[src/rtl/core/assert_macros.svh]
// Assertion macros shared by the RTL in this folder.
// No dependencies; expects a clock named i_clk and a reset named i_rst_n.
`ifndef ASSERT_MACROS_SVH
`define ASSERT_MACROS_SVH

// Concurrent check on the rising clock, switched off while reset is low
`define ASSERT_CLK(label, prop, msg) \
    label: assert property (@(posedge i_clk) disable iff (!i_rst_n) (prop)) \
        else $error(msg);

// Implication check on the rising clock, switched off while reset is low
`define ASSERT_IMPL(label, cond, prop, msg) \
    label: assert property (@(posedge i_clk) disable iff (!i_rst_n) (cond) |-> (prop)) \
        else $error(msg);

`endif

[src/rtl/core/slcd_pkg.sv]
// Types and constants for the serial display command parser.
// No dependencies.
`timescale 1ns / 1ps

package slcd_pkg;

    // Result actions
    typedef enum logic [1:0] {
        ACT_WRITE = 2'd0,
        ACT_INIT  = 2'd1,
        ACT_FLUSH = 2'd2,
        ACT_LIGHT = 2'd3
    } t_action;

    // Configuration register indexes (APB word address)
    typedef enum logic [2:0] {
        REG_OWN_SEL  = 3'd0,
        REG_SEL_LOW  = 3'd1,
        REG_SEL_HIGH = 3'd2,
        REG_INIT     = 3'd3,
        REG_HOME     = 3'd4,
        REG_FLUSH    = 3'd5
    } t_reg_idx;

    // Fixed byte classes
    localparam logic [7:0] PRINT_LOW  = 8'h20;
    localparam logic [7:0] DEL_CODE   = 8'h7F;
    localparam logic [7:0] LIGHT_LOW  = 8'h88;
    localparam logic [7:0] LIGHT_HIGH = 8'h8F;
    localparam logic [7:0] SKIP_LOW   = 8'h90;
    localparam logic [7:0] SKIP_HIGH  = 8'h9F;
    localparam logic [7:0] CGRAM_LOW  = 8'h80;
    localparam logic [7:0] CGRAM_HIGH = 8'h87;
    localparam logic [6:0] DUTY_STEP  = 7'd20;
    localparam logic [6:0] DUTY_MAX   = 7'd100;

    // Reset values of the configuration registers
    localparam logic [7:0] RST_OWN_SEL  = 8'd17;
    localparam logic [7:0] RST_SEL_LOW  = 8'd16;
    localparam logic [7:0] RST_SEL_HIGH = 8'd19;
    localparam logic [7:0] RST_INIT     = 8'd1;
    localparam logic [7:0] RST_HOME     = 8'd2;
    localparam logic [7:0] RST_FLUSH    = 8'd3;

    // Backlight duty from the low three bits of a 0x88..0x8F byte, capped at 100
    function automatic logic [6:0] duty_of(input logic [2:0] step);
        logic [7:0] raw;
        raw = 8'(step) * 8'(DUTY_STEP);
        duty_of = (raw > 8'(DUTY_MAX)) ? DUTY_MAX : raw[6:0];
    endfunction

endpackage

[src/rtl/core/serial_lcd_command_parser.sv]
// Serial display command parser: byte decode, write position and APB registers.
// Depends on slcd_pkg and assert_macros.svh.
//
//   channel | direction | handshake                  | payload
//   rx      | in        | i_rx_valid / o_rx_stall    | i_rx_byte
//   out     | out       | o_out_valid / i_out_stall  | o_action, o_position,
//           |           |                            | o_char_code, o_duty_percent
//   apb     | in        | psel, penable, pready      | paddr, pwdata, pwrite, prdata
//
// One byte per cycle while o_rx_stall is low. A byte is decoded in the input register
// against the position and flags; its result (if any) moves into the output register.
// The output register is the only place a result waits; while it is stalled and full,
// a byte that makes a result holds in the input register and o_rx_stall rises.
// Bytes that make no result always pass. Synchronous active-low reset clears control.
`timescale 1ns / 1ps

module serial_lcd_command_parser #(
    parameter int BUFFER_CHARS = 160
) (
    input  logic                 i_clk,
    input  logic                 i_rst_n,
    // received bytes
    input  logic                 i_rx_valid,
    output logic                 o_rx_stall,
    input  logic [7:0]           i_rx_byte,
    // results
    output logic                 o_out_valid,
    input  logic                 i_out_stall,
    output slcd_pkg::t_action    o_action,
    output logic [7:0]           o_position,
    output logic [7:0]           o_char_code,
    output logic [6:0]           o_duty_percent,
    // configuration
    input  logic                 psel,
    input  logic                 penable,
    input  logic                 pwrite,
    input  logic [4:0]           paddr,
    input  logic [31:0]          pwdata,
    output logic [31:0]          prdata,
    output logic                 pready
);
    import slcd_pkg::*;

    `include "assert_macros.svh"

    localparam logic [7:0] BufLimit = 8'(BUFFER_CHARS);

    // configuration registers
    logic [7:0] r_own_sel, r_sel_low, r_sel_high, r_init_code, r_home_code, r_flush_code;
    t_reg_idx   reg_idx;

    // input stage
    logic       r_in_valid;
    logic [7:0] r_in_byte;

    // parser state
    logic [7:0] r_wpos, n_wpos;
    logic       r_active, n_active;
    logic       r_init_seen, n_init_seen;

    // output stage
    logic       r_out_valid;
    t_action    r_action, n_action;
    logic [7:0] r_position, n_position;
    logic [7:0] r_char_code, n_char_code;
    logic [6:0] r_duty, n_duty;
    logic       n_has_result;

    logic       out_free;
    logic       advance;
    logic       rx_accept;

    // APB: always ready, word addressed
    assign pready  = 1'b1;
    assign reg_idx = t_reg_idx'(paddr[4:2]);

    always_ff @(posedge i_clk) begin
        if (!i_rst_n) begin
            r_own_sel    <= RST_OWN_SEL;
            r_sel_low    <= RST_SEL_LOW;
            r_sel_high   <= RST_SEL_HIGH;
            r_init_code  <= RST_INIT;
            r_home_code  <= RST_HOME;
            r_flush_code <= RST_FLUSH;
        end else if (psel && penable && pwrite) begin
            case (reg_idx)
                REG_OWN_SEL:  r_own_sel    <= pwdata[7:0];
                REG_SEL_LOW:  r_sel_low    <= pwdata[7:0];
                REG_SEL_HIGH: r_sel_high   <= pwdata[7:0];
                REG_INIT:     r_init_code  <= pwdata[7:0];
                REG_HOME:     r_home_code  <= pwdata[7:0];
                REG_FLUSH:    r_flush_code <= pwdata[7:0];
                default: ;
            endcase
        end
    end

    // register readback
    always_comb begin
        case (reg_idx)
            REG_OWN_SEL:  prdata = {24'd0, r_own_sel};
            REG_SEL_LOW:  prdata = {24'd0, r_sel_low};
            REG_SEL_HIGH: prdata = {24'd0, r_sel_high};
            REG_INIT:     prdata = {24'd0, r_init_code};
            REG_HOME:     prdata = {24'd0, r_home_code};
            REG_FLUSH:    prdata = {24'd0, r_flush_code};
            default:      prdata = 32'd0;
        endcase
    end

    // decode of the byte in the input register
    always_comb begin
        n_wpos       = r_wpos;
        n_active     = r_active;
        n_init_seen  = r_init_seen;
        n_has_result = 1'b0;
        n_action     = ACT_WRITE;
        n_position   = 8'd0;
        n_char_code  = 8'd0;
        n_duty       = 7'd0;

        if (r_in_byte >= r_sel_low && r_in_byte <= r_sel_high) begin
            // device select
            n_active    = (r_in_byte == r_own_sel);
            n_init_seen = 1'b0;
        end else if (r_active) begin
            if (r_in_byte == r_init_code) begin
                n_init_seen = !r_init_seen;
                if (r_init_seen) begin
                    n_wpos       = 8'd0;
                    n_has_result = 1'b1;
                    n_action     = ACT_INIT;
                end
            end else begin
                n_init_seen = 1'b0;
                if (r_in_byte == r_home_code) begin
                    n_wpos = 8'd0;
                end else if (r_in_byte == r_flush_code) begin
                    n_wpos       = 8'd0;
                    n_has_result = 1'b1;
                    n_action     = ACT_FLUSH;
                end else if (r_in_byte < PRINT_LOW || r_in_byte == DEL_CODE) begin
                    // control byte without meaning: dropped
                end else if (r_in_byte inside {[LIGHT_LOW:LIGHT_HIGH]}) begin
                    n_has_result = 1'b1;
                    n_action     = ACT_LIGHT;
                    n_duty       = duty_of(r_in_byte[2:0]);
                end else if (r_in_byte inside {[SKIP_LOW:SKIP_HIGH]}) begin
                    // reserved range: dropped
                end else if (r_wpos < BufLimit) begin
                    // character write; CGRAM codes map to 0..7
                    n_has_result = 1'b1;
                    n_action     = ACT_WRITE;
                    n_position   = r_wpos;
                    n_char_code  = (r_in_byte inside {[CGRAM_LOW:CGRAM_HIGH]})
                                 ? {5'd0, r_in_byte[2:0]} : r_in_byte;
                    n_wpos       = r_wpos + 8'd1;
                end
            end
        end
    end

    // flow control between the stages
    assign out_free   = !r_out_valid || !i_out_stall;
    assign advance    = r_in_valid && (!n_has_result || out_free);
    assign o_rx_stall = r_in_valid && !advance;
    assign rx_accept  = i_rx_valid && !o_rx_stall;

    // input register
    always_ff @(posedge i_clk) begin
        if (!i_rst_n) begin
            r_in_valid <= 1'b0;
        end else if (rx_accept) begin
            r_in_valid <= 1'b1;
        end else if (advance) begin
            r_in_valid <= 1'b0;
        end
        if (rx_accept) begin
            r_in_byte <= i_rx_byte;
        end
    end

    // parser state, updated once per decoded byte
    always_ff @(posedge i_clk) begin
        if (!i_rst_n) begin
            r_wpos      <= 8'd0;
            r_active    <= 1'b1;
            r_init_seen <= 1'b0;
        end else if (advance) begin
            r_wpos      <= n_wpos;
            r_active    <= n_active;
            r_init_seen <= n_init_seen;
        end
    end

    // output register
    always_ff @(posedge i_clk) begin
        if (!i_rst_n) begin
            r_out_valid <= 1'b0;
        end else if (out_free) begin
            r_out_valid <= advance && n_has_result;
        end
        if (out_free && advance && n_has_result) begin
            r_action    <= n_action;
            r_position  <= n_position;
            r_char_code <= n_char_code;
            r_duty      <= n_duty;
        end
    end

    assign o_out_valid    = r_out_valid;
    assign o_action       = r_action;
    assign o_position     = r_position;
    assign o_char_code    = r_char_code;
    assign o_duty_percent = r_duty;

    // checks
    `ASSERT_CLK(a_wpos_bound, r_wpos <= BufLimit, "write position beyond buffer")
    `ASSERT_IMPL(a_write_in_buf, r_out_valid && r_action == ACT_WRITE,
        r_position < BufLimit, "character write outside buffer")
    `ASSERT_IMPL(a_duty_cap, r_out_valid && r_action == ACT_LIGHT,
        r_duty <= DUTY_MAX, "backlight duty above cap")
    `ASSERT_IMPL(a_held_byte_kept, r_in_valid && !advance,
        ##1 (r_in_valid && $stable(r_in_byte)), "stalled byte lost")

endmodule
[config.mk]
export PLATFORM = sky130hd
export DESIGN_NAME = serial_lcd_command_parser
export DESIGN_NICKNAME = d
export VERILOG_FILES = /design/src/rtl/core/slcd_pkg.sv /design/src/rtl/core/serial_lcd_command_parser.sv
export VERILOG_INCLUDE_DIRS = /design/src /design/src/rtl/core
export SDC_FILE = /design/constraint.sdc
export NUM_CORES = 1
export LEC_CHECK = 0
export BUFFER_PORTS_ARGS = -buffer_cell sky130_fd_sc_hd__buf_4
export CAP_MARGIN = 20
export CORE_UTILIZATION = 26
export DETAILED_ROUTE_END_ITERATION = 6
export HOLD_SLACK_MARGIN = 0.02
export MAX_ROUTING_LAYER = met4
export PLACE_DENSITY_LB_ADDON = 0.1
export SLEW_MARGIN = 20
export SYNTH_ARGS = -nofsm -noshare
export SYNTH_HDL_FRONTEND = slang
export SYNTH_SLANG_ARGS = --single-unit
[constraint.sdc]
create_clock -name i_clk -period 4.2 [get_ports i_clk]
set_input_delay 0.42 -clock i_clk [delete_from_list [all_inputs] [get_ports i_clk]]
set_output_delay 0.42 -clock i_clk [all_outputs]
set_load 0.05 [all_outputs]
==> metrics.md, run 1 <==
| Metric | Value |
|---|---|
| Worst-path fanout max | 11 |
| DIE WIDTH | ~140 um |
| Period minus WS final | 3560 ps |
| Synth area leader | dfxtp_1 |
| FP Rows | between 50 and 60 |
| First-pass GRT wire length | approximately 22000 um |
| WP data arrival | roughly 3100 ps |
| Final ANT Viol Nets | 0 |
| IO buf count | just under 60 |
| Slew Viols, Final | 0 |
| CTS tree | built |
| Seq/Total Area, Yosys | 0.416 |
| Hold path depth | 1 |
| Post-layout util | 0.309 |
| Slowest cell on the critical path | edfxtp_1 |
| # diodes | 0 |
| Largest net degree at the start of global routing | between 60 and 70 |
| Post-synth top flop | dfxtp_1 |
| Routed WL | ~14000 um |
| P_leak | around 2.3 nW |
| Max-Cap Viols | 0 |
| Hold Crit Endpoint | r_in_byte[5] |
| Critical Path Sink Type | primary output |
| Delay-heaviest family, CP | compound AO/OA/AOI/OAI gates |
| CP cell instances | ha_1, and3_1, a221oi_1, o31ai_1, a31oi_2, and4_1, buf_4 |
| Die H | 142 um |
| Final nets | roughly 620 |
| Hold Vio Cnt, Final | 0 |
| Cell area after synthesis | 0.00513 mm2 |
| Postcts setup bufs | 0 |
| Slowest stage delay, CP | about 800 ps |
| I/O pin cnt | roughly 110 |
| Die ar. | around 0.020 mm2 |
| Total grt overflow | 0 |
| Setup crit start kind | register |
| Final worst slack | roughly 640 ps |
| Reg-to-reg critical path endpoint | r_wpos[6] |
| Worst EP required | approximately 3800 ps |
| Vias per cell | 4.50 |
| Fraction of layout cells with a size suffix above 1 | 0.164 |
| EDFF count, synth | 31 |
| VDD IR max | 0.181 mV |
| Initial antenna violation count | 0 |
| Crit path depth | 7 |
| Synth Warn # | 0 |
| Worst slew pin tran | between 1000 and 1500 ps |
| Reg2reg path depth | 8 |
| Largest cells by area after synthesis | dfxtp_1, edfxtp_1, mux2i_1 |
| Share of the synthesized area in the top cell type | 0.234 |
| Buffers and inverters on the worst path | 1 |
| Power density cells | roughly 350 mW/mm2 |
| Fin crit share | 0.847 |
| Type of the most critical hold path | in2reg |
| Drt drc | 0 |
| Total CTS buffers | 9 |
| Placer Congestion | 0.789 |
| Critical path type | reg2out |
| Via count | 3698 |
| Initial DRT Pass Iterations | 4 |
| Worst Hold Launch | i_rx_byte[5] |
| Cells after DPL | approximately 810 |
| Unrepaired setup endpoints after global routing | no |
| Clock latency on the worst-skew pair | approximately 350 ps |
| CTS resizes | 0 |
| Count leader, synth | dfxtp_1 |
| GR Util All Layers | 0.150 |
| Synth cell count leaders | dfxtp_1, mux2i_1, nor2b_1 |
| Clock root buffer | clkbuf_16 |
| DRT iter0 DRCs | about 170 |
| Async SR Flop Fraction | 0 |
| Core area | around 0.019 mm2 |
| Initial Utilization | 0.264 |
| Max H-tree Level | 3 |
| Mapped Cells | roughly 510 |
| Post-place setup slack | approximately 760 ps |
| Clock transition at path regs | approximately 70 ps |
| Slew headroom | 0.262 |
| Hold-fix buffers, CTS | 0 |
| Final setup viols | 0 |
| Setup_tns | 0 ps |
| Area delta synth->final | 16.8% |
| Clock Skew | slightly above 8 ps |
| Post-synth cell types | approximately 60 |
| Outcome | finished, final reports clean |
| Avg WL per Cell | 17.3 um |
| Post-synthesis average cell area | about 10 um2 |
| Clk buf depth | 2 |
| TritonCTS Sinks | ~90 |
| Post-DP HPWL | slightly above 10000 um |
| Worst R2R Start | r_in_byte[5] |
| Synth Register Bits | between 90 and 100 |
| Vias in the first global route | 3566 |
| Non-Filler Instances | 821 |
| Max frequency | roughly 280 MHz |
| R2r setup slk | just under 800 ps |
-- how the worst max path moves through the flow --
stage / start / to / slack (ps)
2_1_floorplan: r_in_byte[0] / o_action[0] / 1290
3_3_place_gp: r_in_byte[5] / r_wpos[6] / 790
3_5_place_dp: r_in_byte[5] / r_wpos[4] / 760
4_1_cts: r_in_byte[5] / o_rx_stall / 590
5_1_grt: r_in_byte[5] / o_rx_stall / 440
6_report: r_in_byte[5] / o_rx_stall / 640
-- power breakdown --
part           switching (W)  leakage [nW]  internal (W)  total, W
clock network       0.000363         0.147      0.000520  0.000882
registers          0.0000286         0.798      0.000930  0.000959
logic               0.000193          1.37     0.0000859  0.000279
-- per-layer routing --
metal | track usage | part of all wire | routed length [um] | vias to the layer above
met5 | - | 0 | 0 | -
met4 | 0.0521 | 0.016 | 229 | 0
met3 | 0.0269 | 0.046 | 651 | 15
met2 | 0.237 | 0.47 | 6610 | 92
met1 | 0.192 | 0.47 | 6690 | 1765
li1 | - | - | - | 1826
-- state kept, by name, summed over array words and instances, names as in the netlist, 2 cells and up --
signal,flops
r_own_sel,8
r_in_byte,8
r_init_code,8
o_position,8
o_duty_percent,5
o_action,2
o_char_code,8
r_flush_code,8
r_sel_low,8
r_sel_high,8
r_wpos,8
r_home_code,8
-- cells in the final DEF, fill, tap and decap left out, drive strengths merged, types with 22 or more instances in the layout --
master	count
xnor2	24
nor2b	42
edfxtp	31
conb	27
dfxtp	60
inv	22
nand2	27
buf	62
nor2	22
mux2i	59
-- cell families after synthesis --
logic type	Yosys count	synth area share
simple gates	164	0.188
flops	91	0.416
buf+inv	77	0.0837
compound gates	64	0.0868
mux	61	0.124
xor+xnor	32	0.0561
fa+ha+maj	18	0.0439
other cells	2	0.00146
-- worst register-to-register path: cells and delay by family, from the launching register on --
| family | cells | cell delay (ps) |
|---|---|---|
| AOI/OAI and AO/OA | 4 | 1080 |
| adders and majority gates | 1 | 360 |
| DFF | 1 | 780 |
| and+or+nand+nor | 3 | 1140 |
-- cell type report --
cell class / instances / area (um2)
clock buffer: 9 / 225
clock inverter: 7 / 91.3
fill: 2093 / 13400
inverter: 21 / 78.8
multi-input combinational: 366 / 2670
sequential: 91 / 2130
tap: 265 / 332
timing repair buffer: 62 / 465
-- metrics by stage --
stage	power (W)	hold slack [ps]	instance area, um2
2_1_floorplan	0.00120	445	5220
3_3_place_gp	0.00126	466	5670
3_5_place_dp	0.00126	478	5670
4_1_cts	0.00216	224	5990
5_1_grt	0.00221	229	5990
6_report	0.00212	239	5990
Note: power is estimated with default switching activity, not from simulation.
==> run 2, diff against run 1 <==
==> constraint.sdc (replaced) <==
create_clock -name i_clk -period 3 [get_ports i_clk]
set_input_delay 0.3 -clock i_clk [delete_from_list [all_inputs] [get_ports i_clk]]
set_output_delay 0.3 -clock i_clk [all_outputs]
set_load 0.05 [all_outputs]
==> run 2 against run 1 <==
Against the previous run:
- cell area increased by 3.5%
- sequential power rose by 38%
- setup slack got worse by 590 ps
- final cell count up 2.6%
- critical path depth up 2
- highest routed layer unchanged
- critical endpoint unchanged
- via count decreased by 0.49%
- sequential share of layout area down 1.2 points
- largest cell class unchanged
- clock skew decreased by 2.2 ps
- non-clock buffer count up 21
- clock power is 42% higher
- combinational power grew 59%
==> metrics.md, run 2 (same netlist as run 1, synthesis figures left out) <==
| Metric | Value |
|---|---|
| Area after DPL | just under 0.006 mm2 |
| Max H-tree Level | 3 |
| Sw Ratio | 0.271 |
| Type of the most critical hold path | in2reg |
| Part of the power in registers | 0.438 |
| Non-Filler Instances | around 840 |
| First-pass GRT wire length | between 20000 and 25000 um |
| Drt drc | 0 |
| Buffers and inverters on the worst path | 3 |
| I/O pin cnt | between 100 and 150 |
| Clk buf depth | 2 |
| Fin crit share | 0.982 |
| Setup crit start kind | register |
| Core area | between 0.015 and 0.02 mm2 |
| Initial Utilization | 0.264 |
| Fraction of layout cells with a size suffix above 1 | 0.199 |
| Outcome | finished, final reports clean |
| FP Rows | 51 |
| DIE WIDTH | 142 um |
| Max frequency | ~340 MHz |
| Clock share of power | 0.416 |
| IO buf count | between 50 and 60 |
| Total grt overflow | 0 |
| Power density cells | 487 mW/mm2 |
| Clock latency on the worst-skew pair | 350 ps |
| Unrepaired setup endpoints after global routing | yes |
| Die ar. | about 0.020 mm2 |
| Final worst slack | ~53 ps |
| Routed WL | 14100 um |
| WP data arrival | roughly 2700 ps |
| Post-place setup slack | approximately 130 ps |
| Die H | ~140 um |
| Final setup viols | 0 |
| P_leak | between 2 and 2.5 nW |
| Worst EP required | between 2000 and 3000 ps |
| DRT iter0 DRCs | between 150 and 200 |
| Commonest non-fill, non-tap cell in the layout | buf_4 |
| Vias in the first global route | ~3600 |
| Slew headroom | 0.545 |
| Initial DRT Pass Iterations | 4 |
| Via count | between 3000 and 4000 |
| TritonCTS Sinks | 91 |
| Max-Cap Viols | 0 |
| Total CTS buffers | 9 |
| Post-DP HPWL | 10400 um |
| Final ANT Viol Nets | 0 |
| Hold-fix buffers, CTS | 0 |
| Critical Path Sink Type | primary output |
| Cells after DPL | approximately 830 |
| Clock transition at path regs | around 70 ps |
| Delay-heaviest family, CP | simple AND/OR/NAND/NOR gates |
| Design Area, Final | just over 0.006 mm2 |
| Fillers | ~2100 |
| Slowest cell on the critical path | edfxtp_1 |
| CTS tree | built |
| Worst-path fanout max | 9 |
| Min Hold Slack | about 120 ps |
| P_int | about 0.0022 W |
| Avg WL per Cell | between 15 and 20 um |
| Most frequent cells in the layout | buf_4, dfxtp_1, mux2i_1, nor2b_1, edfxtp_1 |
| Slowest stage delay, CP | ~420 ps |
| Placer Congestion | a little under 0.8 |
| Comb power frac | 0.147 |
| Critical path type | reg2out |
| Initial antenna violation count | 0 |
| Period minus WS final | 2950 ps |
| Hold Vio Cnt, Final | 0 |
| CP cell instances | buf_6, ha_1, nand4_1, nor2_1, a211o_1, a31oi_2, buf_4, and4_4, buf_8 |
| Worst slew pin tran | between 600 and 700 ps |
| Final nets | between 600 and 700 |
| Clock Skew | just under 6 ps |
| Clock root buffer | clkbuf_16 |
| Area delta synth->final | 20.9% |
| Vias per cell | between 4 and 5 |
| GR Util All Layers | 0.150 |
| Largest net degree at the start of global routing | 63 |
| VDD IR max | around 0.26 mV |
| Net Sw Power | 0.000818 W |
| # diodes | 0 |
| Slew Viols, Final | 0 |
[run 2: cell types whose count changed in the layout (fill, tap and decap cells not counted), sizes merged]
cell	previous run	this run
clkinv	2	3
clkbuf	9	10
buf	62	83
clkinvlp	2	1
inv	22	21
[run 2: timing repair]
action / CTS / global route
pin swaps: 3 / 1
buffers inserted: 1 / 0
setup endpoints to repair: 1 / 10
gates cloned: 0 / 0
resized for setup: 3 / 8
[run 2: worst paths after layout]
kind / startpoint / end / slack [ps] / cells past startpoint
max: r_in_byte[7] / o_rx_stall / 50 / 9
max reg2reg: r_in_byte[7] / r_wpos[6] / 230 / 10
min: i_rx_byte[4] / r_in_byte[4] / 120 / 1
min reg2reg: r_sel_low[4] / r_sel_low[4] / 480 / 2
[run 2: layout make-up]
| class | count | area, um2 | area share |
|---|---|---|---|
| clock inverters | 6 | 88.8 | 0.0143 |
| multi-input cells | 366 | 2680 | 0.432 |
| well taps | 265 | 332 | 0.0535 |
| clock buffers | 10 | 239 | 0.0385 |
| inverters | 21 | 78.8 | 0.0127 |
| repair buffers | 83 | 654 | 0.106 |
| flip-flops and latches | 91 | 2130 | 0.344 |
[run 2: metal layers]
| metal | routed length [um] | vias to the layer above | global-route usage |
|---|---|---|---|
| met5 | 0 | - | - |
| met2 | 6750 | 72 | 0.248 |
| li1 | - | 1865 | - |
| met1 | 6840 | 1731 | 0.187 |
| met4 | 139 | 0 | 0.0374 |
| met3 | 397 | 12 | 0.0310 |
[run 2: through the flow]
stage / total power, W / setup TNS, ps / utilization
detailed placement: 0.00179 / 0 / 0.301
floorplan: 0.00168 / 0 / -
CTS: 0.00306 / 0 / 0.318
finish: 0.00302 / 0 / 0.320
global route: 0.00315 / -49.0 / 0.320
global placement: 0.00179 / 0 / 0.301
[run 2: power by group through the flow]
stage / Sequential [W] / Combinational [W] / Clock [W]
after floorplan: 0.00138 / 0.000298 / 0
final: 0.00132 / 0.000443 / 0.00125
after detailed placement: 0.00135 / 0.000440 / 0
after CTS: 0.00132 / 0.000443 / 0.00130
after global routing: 0.00132 / 0.000478 / 0.00135
after global placement: 0.00135 / 0.000438 / 0
==> run 3, diff against run 2 <==
--- a/config.mk
+++ b/config.mk
@@ -6,9 +6,10 @@
 export SDC_FILE = /design/constraint.sdc
 export NUM_CORES = 1
 export LEC_CHECK = 0
+export ABC_AREA = 1
 export BUFFER_PORTS_ARGS = -buffer_cell sky130_fd_sc_hd__buf_4
-export CAP_MARGIN = 20
 export CORE_UTILIZATION = 26
+export CTS_BUF_LIST = sky130_fd_sc_hd__clkbuf_4 sky130_fd_sc_hd__clkbuf_8
 export DETAILED_ROUTE_END_ITERATION = 6
 export HOLD_SLACK_MARGIN = 0.02
 export MAX_ROUTING_LAYER = met4
==> run 3 against run 2 <==
Against the previous run:
- combinational power up 15%
- sequential share of layout area increased by 1.8 points
- register-to-register slack improved by 310 ps
- via count up 14%
- core utilization down 0.61 points
- first-iteration DRC count increased by 28%
- clock power shrank 30%
- global-route usage decreased by 0.30 points
- non-clock buffer count shrank 4
- highest routed layer unchanged
- clock skew increased by 8.1 ps
- total power fell by 9.2%
- worst hold slack lost 33 ps
==> metrics.md, run 3 <==
| Metric | Value |
|---|---|
| Max H-tree Level | 3 |
| Type of the most critical hold path | in2reg |
| Total grt overflow | 0 |
| WP data arrival | ~2500 ps |
| Clock Skew | 14.0 ps |
| Reg-to-reg critical path endpoint | r_in_byte[7] |
| VDD IR max | between 0.2 and 0.25 mV |
| Hold Crit Endpoint | r_in_byte[4] |
| Slew headroom | 0.540 |
| Die H | approximately 140 um |
| Synth cell count leaders | nand2_1, nor2_1, inv_1 |
| Mapped Cells | around 650 |
| First-pass GRT wire length | 21300 um |
| Initial antenna violation count | 0 |
| Post-DP HPWL | between 10000 and 15000 um |
| DIE WIDTH | between 100 and 150 um |
| Vias in the first global route | approximately 4000 |
| Critical Path Sink Type | primary output |
| Largest net degree at the start of global routing | 55 |
| Avg WL per Cell | ~14 um |
| TritonCTS Sinks | about 90 |
| Worst-path fanout max | 5 |
| Tot Pwr | between 0.002 and 0.003 W |
| Final setup viols | 0 |
| Period minus WS final | ~2800 ps |
| Total CTS buffers | 9 |
| Area after DPL | about 0.0056 mm2 |
| Fin crit share | 0.932 |
| Initial Utilization | 0.266 |
| Power density cells | 466 mW/mm2 |
| Routed WL | between 10000 and 15000 um |
| Fillers | about 2000 |
| Count leader, synth | nand2_1 |
| Synth Warn # | 0 |
| Worst EP required | ~2700 ps |
| Fraction of layout cells with a size suffix above 1 | 0.159 |
| Most frequent cells in the layout | nand2_1, nor2_1, inv_1, buf_4, dfxtp_1 |
| Reg2reg path depth | 11 |
| Hold path depth | 1 |
| CTS tree | built |
| Die ar. | slightly below 0.02 mm2 |
| Non-Filler Instances | 958 |
| Setup crit start kind | register |
| R2r setup slk | between 500 and 600 ps |
| I/O pin cnt | 112 |
| Initial DRT Pass Iterations | 4 |
| Final nets | just under 800 |
| Max-Cap Viols | 0 |
| Cells after DPL | between 900 and 1000 |
| Drt drc | 0 |
| Post-synth cell types | 39 |
| Final ANT Viol Nets | 0 |
| Clock latency on the worst-skew pair | 380 ps |
| IO buf count | 58 |
| Max frequency | between 300 and 400 MHz |
| Post-synthesis average cell area | 7.69 um2 |
| # diodes | 0 |
| Worst slew pin tran | 687 ps |
| Worst R2R Start | r_in_byte[5] |
| P_leak | roughly 2.7 nW |
| Post-synth top flop | dfxtp_1 |
| GR Util All Layers | 0.147 |
| Slew Viols, Final | 0 |
| Clock root buffer | clkbuf_8 |
| Area delta synth->final | 17.9% |
| Synth Register Bits | a little over 90 |
| Outcome | finished, final reports clean |
| Hold Vio Cnt, Final | 0 |
| Core area | 0.0188 mm2 |
| Commonest non-fill, non-tap cell in the layout | nand2_1 |
| Share of the synthesized area in the top cell type | 0.241 |
| Synth area leader | dfxtp_1 |
| EDFF count, synth | 31 |
| FP Rows | 50 |
| Seq/Total Area, Yosys | 0.427 |
| Cell area after synthesis | ~0.005 mm2 |
| Placer Congestion | between 0.7 and 0.8 |
| Async SR Flop Fraction | 0 |
| Clk buf depth | 2 |
| Via count | 4206 |
| Critical path type | reg2out |
| Worst Hold Launch | i_rx_byte[4] |
| Vias per cell | between 4 and 5 |
| Design Area, Final | between 0.005 and 0.006 mm2 |
| Min Hold Slack | 88.9 ps |
| Clock transition at path regs | about 90 ps |
| DRT iter0 DRCs | ~210 |
| Largest cells by area after synthesis | dfxtp_1, edfxtp_1, nand2_1 |
==> run 3: changes by cell type in the layout (fill, tap and decap cells not counted), moves of 13 or more <==
cell / previous run / this run
o21ai_0: 3 / 45
xnor2_1: 24 / 11
nor2_1: 22 / 90
nand2_1: 25 / 127
mux2i_1: 59 / 0
a21oi_1: 11 / 42
nor2b_1: 41 / 0
and3_1: 19 / 0
inv_1: 21 / 80
==> run 3: what timing repair did <==
item / in CTS / in global routing
pin swaps: 0 / 0
setup buffers: 1 / 6
hold buffers: 0 / 0
resized for setup: 0 / 5
setup endpoints to repair: 1 / 1
==> run 3: how the worst max path moves through the flow <==
stage                       from            to  cells past startpoint
CTS                 r_in_byte[6]    o_rx_stall                     12
global placement    r_in_byte[5]  r_in_byte[7]                     11
floorplan           r_in_byte[1]   o_action[0]                     12
finish              r_in_byte[5]    o_rx_stall                     11
global route        r_in_byte[7]    o_rx_stall                     15
detailed placement  r_in_byte[5]  r_in_byte[7]                     11
==> run 3: critical path, stage by stage (launching register included) <==
cell and delay [ps]:
edfxtp_1 520, ha_1 340, a21oi_1 150, nor2_1 50
nor2_1 130, nand3_1 170, a21oi_2 200, inv_1 80
nor2_2 130, nand3_2 100, inv_1 70, buf_4 190
==> run 3: where the power goes <==
group          total (W)  switching [W]  leakage, nW  internal, W
clock network   0.000881       0.000485       0.0959     0.000396
registers        0.00135      0.0000280        0.789      0.00132
logic           0.000511       0.000362         1.78     0.000149
total            0.00274       0.000874         2.66      0.00187
==> run 3: cell families after synthesis <==
logic type | after synthesis | share of synthesized area
adders and majority gates | 18 | 0.0451
buffers and inverters | 129 | 0.126
and+or+nand+nor | 269 | 0.229
xor gates and xnor gates | 19 | 0.0333
other | 2 | 0.00150
DFF | 91 | 0.427
AOI/OAI and AO/OA | 121 | 0.138
==> run 3: per-stage QoR <==
stage	setup WS (ps)	util	setup TNS, ps
4_1_cts	14.6	0.310	0
3_5_place_dp	336	0.299	0
2_1_floorplan	401	-	0
3_3_place_gp	358	0.299	0
6_report	205	0.314	0
5_1_grt	-5.86	0.314	-5.86
==> run 3: layout make-up <==
class	count	area, um2	share of cell area
Multi-Input combinational cell	454	2340	0.398
Sequential cell	91	2130	0.362
Timing Repair Buffer	79	606	0.103
Inverter	84	315	0.0536
Tap cell	234	293	0.0497
Clock buffer	10	131	0.0223
Clock inverter	6	67.6	0.0115
==> run 3: routing by layer <==
metal  vias up  wire length (um)  global-route usage
met5         -                 0                   -
met4         0                97              0.0532
met3         5               454              0.0239
met2        83              6560               0.240
met1      1912              6560               0.185
li1       2206                 -                   -
